### src/hw/rtl/esort_pkg.sv
`default_nettype none
package esort_pkg;

	localparam int DEPTH_DEF = 64;
	localparam int LABEL_W   = 32;
	localparam int ENERGY_W  = 64;
	localparam int MOM_W     = 32;
	localparam int SPIN_W    = 8;
	localparam int TOL_W     = 63;
	localparam logic [TOL_W-1:0] TOL_RESET = 63'd110;

	typedef enum logic [4:0] {
		ST_IDLE, ST_INIT, ST_NODE, ST_M_RD, ST_M_CMP, ST_C_RD, ST_C_WR,
		ST_P_BRD, ST_P_BASE, ST_P_RD, ST_P_DIF, ST_P_CMP, ST_P_SW1, ST_P_SW2,
		ST_E_RD, ST_E_REC, ST_E_OUT
	} state_t;

	// which part of a sort segment is still to do
	typedef enum logic [1:0] {
		PH_LEFT, PH_RIGHT, PH_MERGE
	} phase_t;

	typedef struct packed {
		logic load;
		logic init;
		logic node;
		logic mrg_rd;
		logic mrg_cmp;
		logic cp_rd;
		logic cp_wr;
		logic p_brd;
		logic p_base;
		logic p_rd;
		logic p_dif;
		logic p_cmp;
		logic p_sw1;
		logic p_sw2;
		logic em_rd;
		logic em_rec;
		logic em_out;
	} cmd_t;

	typedef struct packed {
		logic node_merge;
		logic child_leaf;
		logic stack_empty;
		logic mrg_last;
		logic copy_last;
		logic scan_stop;
		logic scan_end;
		logic pass_end;
		logic emit_last;
	} sts_t;

endpackage
`default_nettype wire

### src/hw/rtl/esort_ctrl.sv
`default_nettype none
module esort_ctrl (
	input  wire logic            clk,
	input  wire logic            arst_n,
	input  wire logic            start,
	input  wire logic            last_record,
	input  wire esort_pkg::sts_t sts,
	output esort_pkg::cmd_t      cmd,
	output logic                 busy,
	output logic                 result_strobe
);

	esort_pkg::state_t state_q, state_nxt;

	always_ff @(posedge clk or negedge arst_n) begin
		if (!arst_n) begin
			state_q <= esort_pkg::ST_IDLE;
		end else begin
			state_q <= state_nxt;
		end
	end

	always_comb begin
		state_nxt = state_q;
		case (state_q)
			esort_pkg::ST_IDLE: begin
				if (start && last_record) state_nxt = esort_pkg::ST_INIT;
			end
			esort_pkg::ST_INIT:   state_nxt = esort_pkg::ST_NODE;
			esort_pkg::ST_NODE: begin
				if (sts.node_merge || sts.child_leaf) state_nxt = esort_pkg::ST_M_RD;
			end
			esort_pkg::ST_M_RD:   state_nxt = esort_pkg::ST_M_CMP;
			esort_pkg::ST_M_CMP: begin
				state_nxt = sts.mrg_last ? esort_pkg::ST_C_RD : esort_pkg::ST_M_RD;
			end
			esort_pkg::ST_C_RD:   state_nxt = esort_pkg::ST_C_WR;
			esort_pkg::ST_C_WR: begin
				if (!sts.copy_last) state_nxt = esort_pkg::ST_C_RD;
				else if (sts.stack_empty) state_nxt = esort_pkg::ST_P_BRD;
				else state_nxt = esort_pkg::ST_NODE;
			end
			esort_pkg::ST_P_BRD:  state_nxt = esort_pkg::ST_P_BASE;
			esort_pkg::ST_P_BASE: state_nxt = esort_pkg::ST_P_RD;
			esort_pkg::ST_P_RD:   state_nxt = esort_pkg::ST_P_DIF;
			esort_pkg::ST_P_DIF:  state_nxt = esort_pkg::ST_P_CMP;
			esort_pkg::ST_P_CMP: begin
				state_nxt = (sts.scan_stop || sts.scan_end) ? esort_pkg::ST_P_SW1
					: esort_pkg::ST_P_RD;
			end
			esort_pkg::ST_P_SW1:  state_nxt = esort_pkg::ST_P_SW2;
			esort_pkg::ST_P_SW2: begin
				state_nxt = sts.pass_end ? esort_pkg::ST_E_RD : esort_pkg::ST_P_BRD;
			end
			esort_pkg::ST_E_RD:   state_nxt = esort_pkg::ST_E_REC;
			esort_pkg::ST_E_REC:  state_nxt = esort_pkg::ST_E_OUT;
			esort_pkg::ST_E_OUT: begin
				state_nxt = sts.emit_last ? esort_pkg::ST_IDLE : esort_pkg::ST_E_RD;
			end
			default: state_nxt = esort_pkg::ST_IDLE;
		endcase
	end

	always_comb begin
		cmd           = '0;
		busy          = 1'b1;
		result_strobe = 1'b0;
		case (state_q)
			esort_pkg::ST_IDLE: begin
				busy     = 1'b0;
				cmd.load = start;
			end
			esort_pkg::ST_INIT:   cmd.init    = 1'b1;
			esort_pkg::ST_NODE:   cmd.node    = 1'b1;
			esort_pkg::ST_M_RD:   cmd.mrg_rd  = 1'b1;
			esort_pkg::ST_M_CMP:  cmd.mrg_cmp = 1'b1;
			esort_pkg::ST_C_RD:   cmd.cp_rd   = 1'b1;
			esort_pkg::ST_C_WR:   cmd.cp_wr   = 1'b1;
			esort_pkg::ST_P_BRD:  cmd.p_brd   = 1'b1;
			esort_pkg::ST_P_BASE: cmd.p_base  = 1'b1;
			esort_pkg::ST_P_RD:   cmd.p_rd    = 1'b1;
			esort_pkg::ST_P_DIF:  cmd.p_dif   = 1'b1;
			esort_pkg::ST_P_CMP:  cmd.p_cmp   = 1'b1;
			esort_pkg::ST_P_SW1:  cmd.p_sw1   = 1'b1;
			esort_pkg::ST_P_SW2:  cmd.p_sw2   = 1'b1;
			esort_pkg::ST_E_RD:   cmd.em_rd   = 1'b1;
			esort_pkg::ST_E_REC:  cmd.em_rec  = 1'b1;
			esort_pkg::ST_E_OUT: begin
				cmd.em_out    = 1'b1;
				result_strobe = 1'b1;
			end
			default: busy = 1'b1;
		endcase
	end

endmodule
`default_nettype wire

### config.mk
export PLATFORM = sky130hd
export DESIGN_NAME = esort_ctrl
export DESIGN_NICKNAME = d
export VERILOG_FILES = /design/src/hw/rtl/esort_pkg.sv /design/src/hw/rtl/esort_ctrl.sv
export SDC_FILE = /design/constraint.sdc
export NUM_CORES = 1
export LEC_CHECK = 0
export BUFFER_PORTS_ARGS = -buffer_cell sky130_fd_sc_hd__buf_2
export CAP_MARGIN = 0
export CORE_AREA = 2 2 39 41
export CTS_BUF_LIST = sky130_fd_sc_hd__clkbuf_2
export DETAILED_ROUTE_END_ITERATION = 12
export DIE_AREA = 0 0 41 43
export PLACE_DENSITY = 0.8
export SKIP_CTS_REPAIR_TIMING = 1
export SLEW_MARGIN = 20
export SYNTH_ARGS = -nofsm -noshare
export SYNTH_HDL_FRONTEND = slang
export SYNTH_SLANG_ARGS = --single-unit
export TNS_END_PERCENT = 100
### constraint.sdc
create_clock -name clk -period 2.1 [get_ports clk]
set_input_delay 0.105 -clock clk [delete_from_list [all_inputs] [get_ports clk]]
set_output_delay 0.105 -clock clk [all_outputs]
set_load 0.01 [all_outputs]
==> results.tsv, run 1 <==
metric	value	unit
Area contributors post-synth	dfrtp_1 (26%), nor2_1 (14%), buf_2 (5.1%), nand2_1 (4.6%), a21oi_1 (4.1%)	
synthesized net count	83	
Arr. time, crit path	1540	ps
ys async rst share	100.0	%
core area	1384	um2
Synth Area in Compound Gates	22.62	%
Starting Density	35.17	%
Non-Filler Instances	116	
Clock Latency Late Sink	220	ps
worst path required time	2000	ps
cell area power density	1315	nW/um2
Worst-Margin Slew	429.3	ps
initial antenna violation count	0	
setup TNS	0	ps
Commonest cells post-synth	nor2_1 (18), nand2_1 (6), buf_2 (5), dfrtp_1 (5), a21oi_1 (4)	
leakage power	0.3440	nW
peak per-stage delay on the critical path	580	ps
Die Area	1763	um2
GRT Overall Usage	17.05	%
worst-path fanout max	13	
Reg with most FFs	state_q	
xor and xnor fraction of the mapped netlist area	0	%
Synth Area in Adders	0	%
Largest regs	state_q: 5 flops	
synth unique cells	30	
DRC Markers	0	
CP Class	flop to output pin	
I/O Pins	32	
Yosys top cell area share	25.71	%
root buffer cell	clkbuf_2	
top-count cell post-synth	nor2_1	
yosys warns	0	
detailed router's first-iteration violation count	9	
largest family of logic cells by synthesized area	simple AND/OR/NAND/NOR gates	
VDD IR max	0.6871	mV
Syn Area/Cell	6.953	um2
Post-Synth Simple-Gate Area	44.22	%
CTS Buffer Depth	2	
Cells after DPL	111	
status	finished clean	
vias in the first global route	492	
area of the multi-input gates	325.3	um2
antenna viol nets, final	0	
CTS buffer count	3	
final worst path period share	78.32	%
register area	125.1	um2
Yosys top cell by area	dfrtp_1	
Vias/cell	5.164	
chip height	43	um
Max Clk Rate	0.6080	GHz
CP cell instances	or3b_1 > nor3_2 > buf_2	
worst min path class	input pin to async pin	
clk sinks	5	
Final Max Tran Viols	0	
mapped cell area	486.7	um2
Largest register FFs	5	
htree depth	1	
Layout fillers	141	
final setup violating endpoints	0	
PortBufs	31	
post-synthesis sequential area ratio	25.71	%
first-pass GRT wire length	2.042	mm
crit end category	output pin	
CTS tree	yes	
share of cells above drive strength 1	41.00	%
slowest CP cell	dfrtp_1	
number of synthesized flops with an enable pin	0	
WL/cell	11.38	um
vias	599	
nets@finish	114	
largest net degree at the start of global routing	16	
register bit count reported by yosys	5	
Tmin final	1645	ps
max_cap viols	0	
Reg clk slew, reported paths	60	ps
Layout area overhead	35.48	%
Setup Skew	1.336	ps
max_slew headroom	71.38	%
multiplexer share of the synthesized area	0	%
GPL Wtd Cong	0.8209	
most common flop cell mapped by yosys	dfrtp_1	
crit path launch type	flop	
first drt pass iteration count	4	
cell row count	14	
unrepaired setup endpoints after global routing	false	
Total Wirelength	1.320	mm
grt total ovfl	0	
Ant. Diodes	0	
dpl hpwl	989.7	um
Die Wd	41	um
Syn Inst Count	70	
final hold vios	0	
==> kinds of logic after synthesis <==
logic type	Yosys count
compound gates	16
simple gates	42
flops	5
buf+inv	7
==> metrics by stage <==
step                utilization [%]  hold slack [ps]  total power, mW  cell area [um2]  setup slack (ps)
global route                  47.65            213.1           0.9495            659.4             346.8
CTS                           46.93           -332.0           0.8701            649.4             464.3
global placement              45.48           -78.86           0.7595            629.4             611.0
finish                        47.65            215.1           0.8671            659.4             455.3
floorplan                         -           -190.6           0.6344            486.7             848.1
detailed placement            45.48           -78.16           0.7729            629.4             592.2
==> routing by layer <==
metal	part of all wire, %	global-route usage [%]	vias up
li1	-	-	310
met1	45	21.90	271
met2	48	25.31	18
met3	7.1	9.424	0
met4	0	2.000	0
met5	0	0	-
==> worst max-delay path, delay by kind of cell (launching register included) <==
kind	cells	cell delay, ps
simple gates	2	590
flops	1	580
buf+inv	1	150
==> cell type report <==
type                            instances  area share [%]
Tap cell                               16           3.036
Sequential cell                         5           18.98
Inverter                                1          0.5693
Clock buffer                            4           3.036
Multi-Input combinational cell         58           49.34
Timing Repair Buffer                   32           25.05
==> power breakdown <==
part,switching [mW],internal [mW]
registers,0.143,0.136
clock network,0.0421,0.0504
logic,0.275,0.220
==> placed cells by master (no fill, tap or decap), drive strengths merged <==
cell type | synthesis | routed
nand3 | 1 | 1
buf | 6 | 31
nor3b | 2 | 2
clkbuf | 0 | 4
o41ai | 1 | 1
o22ai | 1 | 1
nand2b | 2 | 2
dfrtp | 5 | 5
nand3b | 1 | 1
nand2 | 6 | 6
a31oi | 1 | 1
or3 | 1 | 1
and3 | 2 | 2
dlygate4sd3 | 0 | 1
o31ai | 1 | 1
o21ai | 4 | 4
nor2b | 1 | 1
nand4b | 1 | 1
o211ai | 1 | 1
or3b | 1 | 1
a211oi | 1 | 1
o221ai | 1 | 1
nor2 | 19 | 19
or2 | 1 | 1
nor3 | 4 | 4
inv | 1 | 1
o31a | 1 | 1
a21oi | 4 | 4
==> worst paths after layout <==
path | startpoint | cells past startpoint | endpoint | slack (ps)
setup / recovery | state_q[3] | 3 | cmd[8] | 460
max in group asynchronous | arst_n | 2 | state_q[4] | 1760
hold / removal | arst_n | 2 | state_q[2] | 220
min in group clk | sts[0] | 3 | state_q[1] | 220
hold reg to reg | state_q[4] | 1 | state_q[0] | 650
setup reg to reg | state_q[2] | 4 | state_q[0] | 580
No activity file was read; power rests on OpenSTA's default activity.
==> inputs of run 2 (changes only) <==
==> constraint.sdc (replaced) <==
create_clock -name clk -period 1.6 [get_ports clk]
set_input_delay 0.08 -clock clk [delete_from_list [all_inputs] [get_ports clk]]
set_output_delay 0.08 -clock clk [all_outputs]
set_load 0.01 [all_outputs]
==> run 2 against run 1 <==
- clock power increased by 24%
- clock-buffer cell count decreased by 1
- sequential share of layout area decreased by 0.46 points
==> results.tsv, run 2 (synthesized netlist as in run 1, its figures left out) <==
metric	value	unit	change
CTS tree	yes		
antenna viol nets, final	0		unchanged
Clock Latency Late Sink	230	ps	about the same
WL/cell	11.60	um	+1.9%
first-pass GRT wire length	2.159	mm	+5.7%
PortBufs	31		unchanged
crit path launch type	flop		
Reg clk slew, reported paths	70	ps	about the same
unrepaired setup endpoints after global routing	false		
Ant. Diodes	0		unchanged
htree depth	1		unchanged
Worst-Margin Slew	341.6	ps	-87.71 ps
CTS buffer count	3		unchanged
Layout Utilization	49.82	%	+2.2 points
core area	1384	um2	unchanged
power consumption	1.193	mW	+38%
clk sinks	5		unchanged
share of cells above drive strength 1	45.63	%	+4.6 points
initial antenna violation count	0		unchanged
Tmin final	1529	ps	
GPL Wtd Cong	0.8271		+0.76%
Die Area	1763	um2	unchanged
worst path required time	1520	ps	-480 ps
dpl hpwl	1.089	mm	+10%
most frequent cells in the layout	buf_2 (31), nor2_1 (18), nand2_1 (6), a21oi_1 (4)		
chip height	43	um	unchanged
max_cap viols	0		unchanged
Final Max Tran Viols	0		unchanged
Arr. time, crit path	1450	ps	-90 ps
cell area power density	1730	nW/um2	+32%
CTS Buffer Depth	2		unchanged
vias in the first global route	516		+4.9%
root buffer cell	clkbuf_2		
Total Wirelength	1.380	mm	+4.5%
CP Class	flop to output pin		
first drt pass iteration count	4		unchanged
leakage power	0.3583	nW	+4.1%
final hold vios	0		unchanged
Starting Density	35.17	%	unchanged
worst-path fanout max	7		-6
Reg with most FFs	state_q		
Vias/cell	5.269		+2.0%
DRC Markers	0		unchanged
detailed router's first-iteration violation count	8		-1
GRT Overall Usage	17.94	%	+0.89 points
final setup violating endpoints	0		unchanged
final worst path period share	95.56	%	
Setup Skew	9.773	ps	+8.438 ps
max_slew headroom	76.93	%	+5.5 points
Largest register FFs	5		unchanged
Die Wd	41	um	unchanged
commonest non-fill, non-tap cell in the layout	buf_2		
vias	627		+4.7%
Largest regs	state_q: 5 flops		
status	finished clean		
worst min path class	input pin to flop		
Max Clk Rate	0.6541	GHz	
largest net degree at the start of global routing	16		unchanged
VDD IR max	0.5657	mV	-18%
crit end category	output pin		
I/O Pins	32		unchanged
Layout area overhead	41.65	%	
cell row count	14		unchanged
nets@finish	117		+2.6%
setup TNS	0	ps	unchanged
grt total ovfl	0		unchanged
==> run 2: cell count changes in the layout (fill, tap and decap cells not counted), sizes merged <==
cell | before | now
buf | 31 | 34
clkbuf | 4 | 3
clkinv | 0 | 1
==> run 2: worst paths after layout <==
| path | from | endpoint | slack [ps] | depth (start not counted) |
|---|---|---|---|---|
| min in group asynchronous | arst_n | state_q[3] | 190 | 2 |
| min | sts[0] | state_q[1] | 180 | 3 |
| max in group asynchronous | arst_n | state_q[0] | 1260 | 2 |
| min reg2reg | state_q[4] | state_q[0] | 700 | 2 |
| max reg2reg | state_q[2] | state_q[0] | 240 | 4 |
| max | state_q[3] | cmd[8] | 70 | 3 |
==> run 2: final cells by class <==
class	count	area, um2
fill	132	694.4
multi-input combinational	58	330.3
timing repair buffer	35	187.7
sequential	5	127.6
tap	16	20.02
clock buffer	3	15.01
clock inverter	1	5.005
inverter	1	3.754
==> run 2: report_power, final <==
part / internal, mW / switching [mW]
sequential: 0.186 / 0.153
combinational: 0.323 / 0.416
clock: 0.0564 / 0.0582
total: 0.565 / 0.628
==> run 2: critical path: stages (launching register included) <==
cell	delay [ps]
dfrtp_1	490
or3b_1	450
nor3_2	120
buf_2	150
==> run 2: stage by stage <==
| step | cell area (um2) | std cells | setup slack (ps) | hold slack (ps) |
|---|---|---|---|---|
| floorplan | 486.7 | 70 | 373.1 | -215.6 |
| global placement | 651.9 | 114 | 238.5 | -104.0 |
| detailed placement | 651.9 | 114 | 184.7 | -100.2 |
| CTS | 671.9 | 118 | 22.07 | -353.5 |
| global route | 689.4 | 119 | 2.554 | 184.3 |
| finish | 689.4 | 119 | 71.10 | 177.7 |
==> run 2: layer usage <==
layer	GRT usage (%)	vias up	wire [um]
li1	-	311	-
met1	21.82	289	585
met2	27.19	21	682
met3	5.236	6	83
met4	9.333	0	29
met5	0	-	0
